<file path="config.mk">
export PLATFORM = sky130hd
export DESIGN_NAME = rtl_contextual_glyph_shaper
export DESIGN_NICKNAME = d
export VERILOG_FILES = /design/src/rtl/cgs_pkg.sv /design/src/rtl/rtl_contextual_glyph_shaper.sv /design/src/rtl/cgs_ctrl.sv /design/src/rtl/cgs_datapath.sv
export SDC_FILE = /design/constraint.sdc
export NUM_CORES = 1
export LEC_CHECK = 0
export ABC_AREA = 1
export BUFFER_PORTS_ARGS = -buffer_cell sky130_fd_sc_hd__buf_2
export CAP_MARGIN = 5
export CORE_MARGIN = 2
export CORE_UTILIZATION = 60
export DETAILED_ROUTE_END_ITERATION = 10
export PLACE_DENSITY_LB_ADDON = 0.08
export SYNTH_ARGS = -nofsm -noshare
export SYNTH_HDL_FRONTEND = slang
export SYNTH_SLANG_ARGS = --single-unit
</file>
<file path="constraint.sdc">
create_clock -name i_clk -period 4.23 [get_ports i_clk]
set_input_delay 1.0575 -clock i_clk [delete_from_list [all_inputs] [get_ports i_clk]]
set_output_delay 1.0575 -clock i_clk [all_outputs]
set_load 0.03 [all_outputs]
</file>
<file path="src/rtl/cgs_pkg.sv">
// ----------------------------------------------------------------------------
// cgs_pkg
// Types, constants and glyph tables of the contextual glyph shaper.
// ----------------------------------------------------------------------------
`default_nettype none

package cgs_pkg;

    localparam int NAME_CAPACITY = 8;
    localparam int CNT_W = $clog2(NAME_CAPACITY + 1);
    localparam int IDX_W = (NAME_CAPACITY > 1) ? $clog2(NAME_CAPACITY) : 1;
    localparam int TOK_D = NAME_CAPACITY + 1;

    localparam logic [5:0] LETTER_COUNT   = 6'd33;
    localparam logic [5:0] LITERAL_END    = 6'd50;
    localparam logic [7:0] LIGATURE_ALONE = 8'hF4;
    localparam logic [7:0] LIGATURE_JOIN  = 8'hF5;
    localparam logic [7:0] END_MARK       = 8'h3E;
    localparam logic [7:0] GLYPH_BASE     = 8'h80;
    localparam logic [7:0] SPACE_BYTE     = 8'h20;

    localparam int KIND_DUAL = 0;
    localparam int KIND_LAM  = 1;
    localparam int KIND_ALEF = 2;

    localparam logic [7:0] FORM_BASE [33] = '{
        8'h00, 8'h02, 8'h06, 8'h0A, 8'h0E, 8'h12, 8'h16, 8'h1A, 8'h1E, 8'h22, 8'h24,
        8'h26, 8'h28, 8'h2A, 8'h2C, 8'h30, 8'h34, 8'h38, 8'h3C, 8'h40, 8'h44, 8'h48,
        8'h4C, 8'h50, 8'h54, 8'h58, 8'h5C, 8'h60, 8'h64, 8'h68, 8'h6A, 8'h6E, 8'h72
    };

    localparam logic [2:0] LETTER_KIND [33] = '{
        3'd4, 3'd1, 3'd1, 3'd1, 3'd1, 3'd1, 3'd1, 3'd1, 3'd1, 3'd0, 3'd0,
        3'd0, 3'd0, 3'd0, 3'd1, 3'd1, 3'd1, 3'd1, 3'd1, 3'd1, 3'd1, 3'd1,
        3'd1, 3'd1, 3'd1, 3'd1, 3'd3, 3'd1, 3'd1, 3'd0, 3'd1, 3'd1, 3'd4
    };

    // Offset of a dual-joining form, indexed by {prev_connects, next_connects}.
    localparam logic [1:0] DUAL_OFFSET [4] = '{2'd0, 2'd1, 2'd3, 2'd2};

    localparam logic [7:0] LITERAL_BYTE [17] = '{
        8'h20, 8'hF6, 8'hF7, 8'hF8, 8'hF9, 8'hFA, 8'hFB, 8'hFC, 8'hFD,
        8'hFE, 8'hFF, 8'h2E, 8'h28, 8'h29, 8'h2C, 8'h60, 8'h5F
    };

    typedef struct packed {
        logic [5:0] token;
        logic       last_token;
    } t_in_item;

    typedef struct packed {
        logic [7:0] glyph_byte;
        logic [3:0] glyph_count;
        logic       is_terminator;
        logic       overflowed;
    } t_result;

    typedef enum logic [1:0] {
        ST_IDLE,
        ST_SHAPE,
        ST_EMIT,
        ST_TERM
    } t_state;

    typedef struct packed {
        logic load;
        logic step;
        logic emit;
        logic term;
    } t_cmd;

    typedef struct packed {
        logic rem_zero;
        logic rd_zero;
        logic rd_one;
    } t_status;

    function automatic logic [2:0] kind_of(input logic [5:0] t);
        logic [2:0] k;
        k = 3'd0;
        if (t < LETTER_COUNT) begin
            k = LETTER_KIND[t];
        end
        return k;
    endfunction

    function automatic logic [7:0] literal_of(input logic [5:0] t);
        logic [7:0] b;
        b = SPACE_BYTE;
        if (t >= LETTER_COUNT && t < LITERAL_END) begin
            b = LITERAL_BYTE[5'(t - LETTER_COUNT)];
        end
        return b;
    endfunction

endpackage

`default_nettype wire

</file>
<file path="src/rtl/rtl_contextual_glyph_shaper.sv">
// ----------------------------------------------------------------------------
// rtl_contextual_glyph_shaper
// Buffers the tokens of a name, shapes letters into contextual glyphs with
// lam-alef ligatures, and emits the bytes right to left plus a terminator.
//
//   channel   handshake              payload
//   item in   start & !busy          i_item   (t_in_item)
//   result    o_strobe, one cycle    o_result (t_result)
//
// A token not marked last leaves busy low.
// A last token of a name keeps busy high while the name is shaped, one
// shaping step per cycle through the token shift line, then while the bytes
// are emitted, one byte per cycle from the shaped stack, and for the terminator.
// Results appear in the cycle after their emit cycle and cannot be held off.
// Reset is synchronous, active low, and empties the name buffer.
// ----------------------------------------------------------------------------
`default_nettype none

module rtl_contextual_glyph_shaper
    import cgs_pkg::*;
(
    input  wire logic     i_clk,
    input  wire logic     i_rst_n,
    input  wire logic     start,
    input  wire t_in_item i_item,
    output logic          busy,
    output logic          o_strobe,
    output t_result       o_result
);

    t_cmd    w_cmd;
    t_status w_status;

    cgs_ctrl u_ctrl (
        .i_clk    (i_clk),
        .i_rst_n  (i_rst_n),
        .i_start  (start),
        .i_last   (i_item.last_token),
        .i_status (w_status),
        .o_busy   (busy),
        .o_cmd    (w_cmd)
    );

    cgs_datapath u_datapath (
        .i_clk    (i_clk),
        .i_rst_n  (i_rst_n),
        .i_item   (i_item),
        .i_cmd    (w_cmd),
        .o_status (w_status),
        .o_strobe (o_strobe),
        .o_result (o_result)
    );

endmodule

`default_nettype wire

</file>
<file path="src/rtl/cgs_ctrl.sv">
// ----------------------------------------------------------------------------
// cgs_ctrl
// Sequencer: collect tokens, shape the name, emit bytes, emit terminator.
// ----------------------------------------------------------------------------
`default_nettype none

module cgs_ctrl
    import cgs_pkg::*;
(
    input  wire logic    i_clk,
    input  wire logic    i_rst_n,
    input  wire logic    i_start,
    input  wire logic    i_last,
    input  wire t_status i_status,
    output logic         o_busy,
    output t_cmd         o_cmd
);

    t_state r_state;
    t_state n_state;

    always_ff @(posedge i_clk) begin
        if (!i_rst_n) begin
            r_state <= ST_IDLE;
        end else begin
            r_state <= n_state;
        end
    end

    always_comb begin
        n_state = r_state;
        case (r_state)
            ST_IDLE: begin
                if (i_start && i_last) begin
                    n_state = ST_SHAPE;
                end
            end
            ST_SHAPE: begin
                if (i_status.rem_zero) begin
                    n_state = i_status.rd_zero ? ST_TERM : ST_EMIT;
                end
            end
            ST_EMIT: begin
                if (i_status.rd_one) begin
                    n_state = ST_TERM;
                end
            end
            ST_TERM: begin
                n_state = ST_IDLE;
            end
            default: begin
                n_state = ST_IDLE;
            end
        endcase
    end

    always_comb begin
        o_busy = 1'b1;
        o_cmd  = '0;
        case (r_state)
            ST_IDLE: begin
                o_busy     = 1'b0;
                o_cmd.load = i_start;
            end
            ST_SHAPE: begin
                o_cmd.step = !i_status.rem_zero;
            end
            ST_EMIT: begin
                o_cmd.emit = 1'b1;
            end
            ST_TERM: begin
                o_cmd.term = 1'b1;
            end
            default: begin
                o_busy = 1'b1;
            end
        endcase
    end

endmodule

`default_nettype wire

</file>
<file path="src/rtl/cgs_datapath.sv">
// ----------------------------------------------------------------------------
// cgs_datapath
// Token shift line, shaping step, shaped byte stack and result register.
// ----------------------------------------------------------------------------
`default_nettype none

module cgs_datapath
    import cgs_pkg::*;
(
    input  wire logic     i_clk,
    input  wire logic     i_rst_n,
    input  wire t_in_item i_item,
    input  wire t_cmd     i_cmd,
    output t_status       o_status,
    output logic          o_strobe,
    output t_result       o_result
);

    logic [5:0]       r_tok [TOK_D];
    logic [5:0]       n_tok [TOK_D];
    logic [7:0]       r_shaped [NAME_CAPACITY];
    logic [CNT_W-1:0] r_cnt, n_cnt;
    logic             r_ovf, n_ovf;
    logic [CNT_W-1:0] r_rem, n_rem;
    logic [CNT_W-1:0] r_m, n_m;
    logic [CNT_W-1:0] r_rd, n_rd;
    logic             r_prev, n_prev;
    logic             r_strobe;
    t_result          r_result;

    logic [5:0]       w_ext [TOK_D+2];
    logic [5:0]       w_t0, w_t1;
    logic [2:0]       w_k0, w_k1;
    logic             w_nxt_letter, w_next_conn, w_lig;
    logic             w_two;
    logic             w_keep;
    logic [CNT_W-1:0] w_cnt_inc;
    logic [7:0]       w_byte;
    logic             w_prev_out;

    assign w_t0 = r_tok[0];
    assign w_t1 = r_tok[1];
    assign w_k0 = kind_of(w_t0);
    assign w_k1 = kind_of(w_t1);

    // Lookahead stops at the last buffered token.
    assign w_nxt_letter = (r_rem > CNT_W'(1)) && (w_t1 < LETTER_COUNT);
    assign w_next_conn  = w_k0[KIND_DUAL] && w_nxt_letter;
    assign w_lig        = w_k0[KIND_LAM] && w_nxt_letter && w_k1[KIND_ALEF];

    always_comb begin
        w_two      = 1'b0;
        w_prev_out = 1'b0;
        if (w_t0 >= LETTER_COUNT) begin
            w_byte = literal_of(w_t0);
        end else if (w_lig) begin
            w_byte = r_prev ? LIGATURE_JOIN : LIGATURE_ALONE;
            w_two  = 1'b1;
        end else if (w_k0[KIND_DUAL]) begin
            w_byte     = GLYPH_BASE + FORM_BASE[w_t0]
                       + {6'd0, DUAL_OFFSET[{r_prev, w_next_conn}]};
            w_prev_out = 1'b1;
        end else begin
            w_byte = GLYPH_BASE + FORM_BASE[w_t0] + {7'd0, r_prev};
        end
    end

    assign w_keep    = r_cnt < CNT_W'(NAME_CAPACITY);
    assign w_cnt_inc = w_keep ? r_cnt + CNT_W'(1) : r_cnt;

    always_comb begin
        for (int j = 0; j < TOK_D; j++) begin
            w_ext[j] = r_tok[j];
        end
        w_ext[TOK_D]   = 6'd0;
        w_ext[TOK_D+1] = 6'd0;
    end

    always_comb begin
        n_tok  = r_tok;
        n_cnt  = r_cnt;
        n_ovf  = r_ovf;
        n_rem  = r_rem;
        n_m    = r_m;
        n_rd   = r_rd;
        n_prev = r_prev;
        if (i_cmd.load) begin
            if (w_keep) begin
                n_tok[IDX_W'(r_cnt)] = i_item.token;
            end else begin
                n_ovf = 1'b1;
            end
            n_cnt = w_cnt_inc;
            if (i_item.last_token) begin
                n_rem  = w_cnt_inc;
                n_m    = '0;
                n_rd   = '0;
                n_prev = 1'b0;
            end
        end
        if (i_cmd.step) begin
            // advance the token line by one token, or two for a ligature
            for (int j = 0; j < TOK_D; j++) begin
                n_tok[j] = w_two ? w_ext[j+2] : w_ext[j+1];
            end
            n_rem  = r_rem - (w_two ? CNT_W'(2) : CNT_W'(1));
            n_m    = r_m + CNT_W'(1);
            n_rd   = r_m + CNT_W'(1);
            n_prev = w_prev_out;
        end
        if (i_cmd.emit) begin
            n_rd = r_rd - CNT_W'(1);
        end
        if (i_cmd.term) begin
            n_cnt = '0;
            n_ovf = 1'b0;
        end
    end

    always_ff @(posedge i_clk) begin
        if (!i_rst_n) begin
            r_cnt    <= '0;
            r_ovf    <= 1'b0;
            r_rem    <= '0;
            r_m      <= '0;
            r_rd     <= '0;
            r_prev   <= 1'b0;
            r_strobe <= 1'b0;
        end else begin
            r_cnt    <= n_cnt;
            r_ovf    <= n_ovf;
            r_rem    <= n_rem;
            r_m      <= n_m;
            r_rd     <= n_rd;
            r_prev   <= n_prev;
            r_strobe <= i_cmd.emit || i_cmd.term;
        end
    end

    always_ff @(posedge i_clk) begin
        r_tok <= n_tok;
        if (i_cmd.step) begin
            r_shaped[IDX_W'(r_m)] <= w_byte;
        end
        if (i_cmd.emit || i_cmd.term) begin
            r_result.glyph_count   <= 4'(r_m);
            r_result.overflowed    <= r_ovf;
            r_result.is_terminator <= i_cmd.term;
            r_result.glyph_byte    <= i_cmd.term ? END_MARK
                                                 : r_shaped[IDX_W'(r_rd - CNT_W'(1))];
        end
    end

    assign o_status.rem_zero = (r_rem == '0);
    assign o_status.rd_zero  = (r_rd == '0);
    assign o_status.rd_one   = (r_rd == CNT_W'(1));
    assign o_strobe          = r_strobe;
    assign o_result          = r_result;

endmodule

`default_nettype wire

</file>
==> results.txt <==
CP Data Arrival Time: 3.05 ns
# clock sinks: 147
Syn Nets: 800
Fin crit period: 2.883 ns
GP Congestion: 0.8729
Reg2reg path depth: 12
DPL Wire Length: 10990 um
Largest net degree at the start of global routing: 45
Num CTS Buffers: 17
Rel. slew slack: 31.45%
Switch Pwr: 2.368 mW
Most common cell after layout, fill and taps aside: nand2_1
Detailed Routing Iterations Pass 1: 5
#FFs+latches synth: 147
Post-route ant nets: 0
Post-Syn Area: 7467 um2
Fmax: 0.3469 GHz
IO Pins: 26
Worst-path clk slew: 0.06 ns
Syn Inst Count: 764
Leading area contributor after synthesis: edfxtp_1
Sequential group share of total power: 37.3%
Die X: 115.6 um
Antenna violations before repair: 0
Number of synthesized flops with an enable pin: 126
CTS tree: built
H-tree levels: 4
Prevailing post-synth register cell: edfxtp_1
Final setup viols: 0
Die Y: 115.6 um
Final std cells w/o fill: 960
Hold Path Class: register to register
Slew at the pin with the worst max-slew slack: 1.024 ns
Setup Skew: 0.008062 ns
Number of instances in the placed design: 928
Status: finished, final reports clean
Drt wl/cell: 17.29 um
Critical path class: register to register
Share of layout cells above drive strength 1: 11.24%
Max IR drop VDD: 322.4 uV
Combinational share of power: 37.5%
Power density over the cells: 726.4 nW/um2
CP startpoint kind: register
Wirelength, routed: 16600 um
Fraction of registers with async set or reset after synthesis: 0%
Initial Util: 61.91%
Post-CTS resize count: 0
Vias in the first global route: 5305
Final worst slack: 1.347 ns
Sequential share of the synthesized area: 56.30%
Count of final hold-check violations: 0
First-pass GRT wire length: 26740 um
Top cells by area, synth: edfxtp_1, nand2_1, o21ai_0
Synth top area share: 50.67%
Pleak: 3.169 nW
Reg2reg start: u_datapath.w_t0[0]
Critical Path End Type: register
Nets: 815
I/O Buffers: 25
CP required: 4.39 ns
Worst reg2reg path endpoint: u_datapath.r_shaped[6][5]
Total power: 5.967 mW
RSZ-0062 raised after global routing: no
Setup TNS: 0 ns
Clock Latency Late Sink: 0.43 ns
Crit. Startpoint: u_datapath.w_t0[0]
Max clock buf depth: 2
Layout Cell Area excl Fill: 8214 um2
Max-slew violations: 0
Gr usage total: 26.30%
Total number of vias: 5679
CTS Root Cell: clkbuf_16
DIE AREA: 13350 um2
Global route overflow: 0
Reg2reg setup slack: 1.35 ns
Max cap viols: 0
Layout overhead on the synthesized area: 10.00%
Post-CTS setup buffer count: 0
Place WS: 1.341 ns
Placed inst area: 7616 um2
Power share of the clock group: 25.3%
1st-iter DRT viols: 588
Antenna diodes: 0
Most frequent cells in the layout: nand2_1, edfxtp_1, o21ai_0
Worst Setup EP: u_datapath.r_shaped[6][5]
Vias per std cell: 5.916
Cell Int Power: 3.599 mW
Fill count: 894
Core ar.: 12060 um2
Max FO, Critical Path: 8
Switch share: 39.68%
Hold_buf cts: 0
Syn. warnings: 0
DRC viols: 0
Hold path startpoint: u_datapath.r_ovf
Library cells used by synthesis: 46
Fin crit share: 68.15%
Syn Area/Cell: 9.774 um2
# rows: 40
[how the worst min path moves through the flow]
stage,to,depth (start not counted)
6_report,u_datapath.o_result[0],0
5_1_grt,u_datapath.o_result[0],0
4_1_cts,u_datapath.o_result[0],0
3_5_place_dp,u_datapath.o_result[0],0
3_3_place_gp,u_datapath.o_result[0],0
2_1_floorplan,u_datapath.o_result[0],0
[area by class of cell]
cell class                 count  area, um2  area share [%]
clock buffer                  17      425.4           5.179
clock inverter                15      172.7           2.102
inverter                      65      247.7           3.016
multi-input combinational    520       2806           34.17
sequential                   147       4204           51.18
tap                          168      210.2           2.559
timing repair buffer          28      147.6           1.797
[cell usage after synthesis (6+ instances only)]
library cell	instances
o21ai_0	93
nand4_1	9
a221o_1	10
buf_2	11
edfxtp_1	126
ha_1	25
clkbuf_1	10
o22ai_1	25
inv_2	7
nand3_1	38
dfxtp_1	21
inv_1	50
nor2_1	86
o32ai_1	6
a21oi_1	50
clkinv_1	6
nand2_1	129
[sequential cells by signal, summed over array words and instances, names as in the netlist]
signal,cells
u_datapath.r_shaped,64
u_datapath.r_tok,36
u_datapath.o_result,14
u_datapath.w_t0,6
u_datapath.w_t1,6
u_datapath.r_cnt,4
u_datapath.r_m,4
u_datapath.r_rd,4
u_datapath.r_rem,4
u_ctrl.r_state,2
u_datapath.o_strobe,1
u_datapath.r_ovf,1
u_datapath.r_prev,1
[kinds of logic (layout without fill, tap and decap cells)]
kind of cell,after synthesis,count (layout),share of synthesized area [%]
adders and majority gates,26,26,4.457
and+or+nand+nor,283,283,16.49
xor gates and xnor gates,6,6,0.8043
DFF,147,147,56.30
AOI/OAI and AO/OA,205,205,15.83
buffers and inverters,97,125,6.116
[critical path, cell delays in order, from the launching register on]
cell	delay [ns]
edfxtp_1	0.44
inv_1	0.16
ha_1	0.30
ha_1	0.23
o21ai_0	0.14
a21oi_1	0.08
nor4_1	0.21
ha_1	0.25
ha_1	0.22
nand3_1	0.09
nand2_1	0.07
nand2_1	0.05
a21oi_1	0.39
[stage by stage]
stage	utilization [%]	hold slack (ns)
final	68.10	0.4392
after global routing	68.10	0.4453
after CTS	68.10	0.4428
after detailed placement	63.14	0.4287
after global placement	63.14	0.4221
after floorplan	-	0.4090
[power groups by stage]
stage | Combinational (mW) | Clock (mW) | Sequential (mW)
2_1_floorplan | 1.63 | 0 | 2.28
4_1_cts | 2.23 | 1.53 | 2.22
3_5_place_dp | 2.21 | 0 | 2.25
5_1_grt | 2.51 | 1.59 | 2.26
3_3_place_gp | 2.15 | 0 | 2.24
6_report | 2.24 | 1.51 | 2.22
[per-layer routing]
layer  vias to the layer above  share of wire, %  GRT usage, %
met4                         0               2.2         11.57
li1                       2752                 -             -
met3                        31               4.7         5.544
met2                       195                50         43.08
met5                         -                 0             0
met1                      2701                44         34.05
Power figures use the tool's default switching activity.
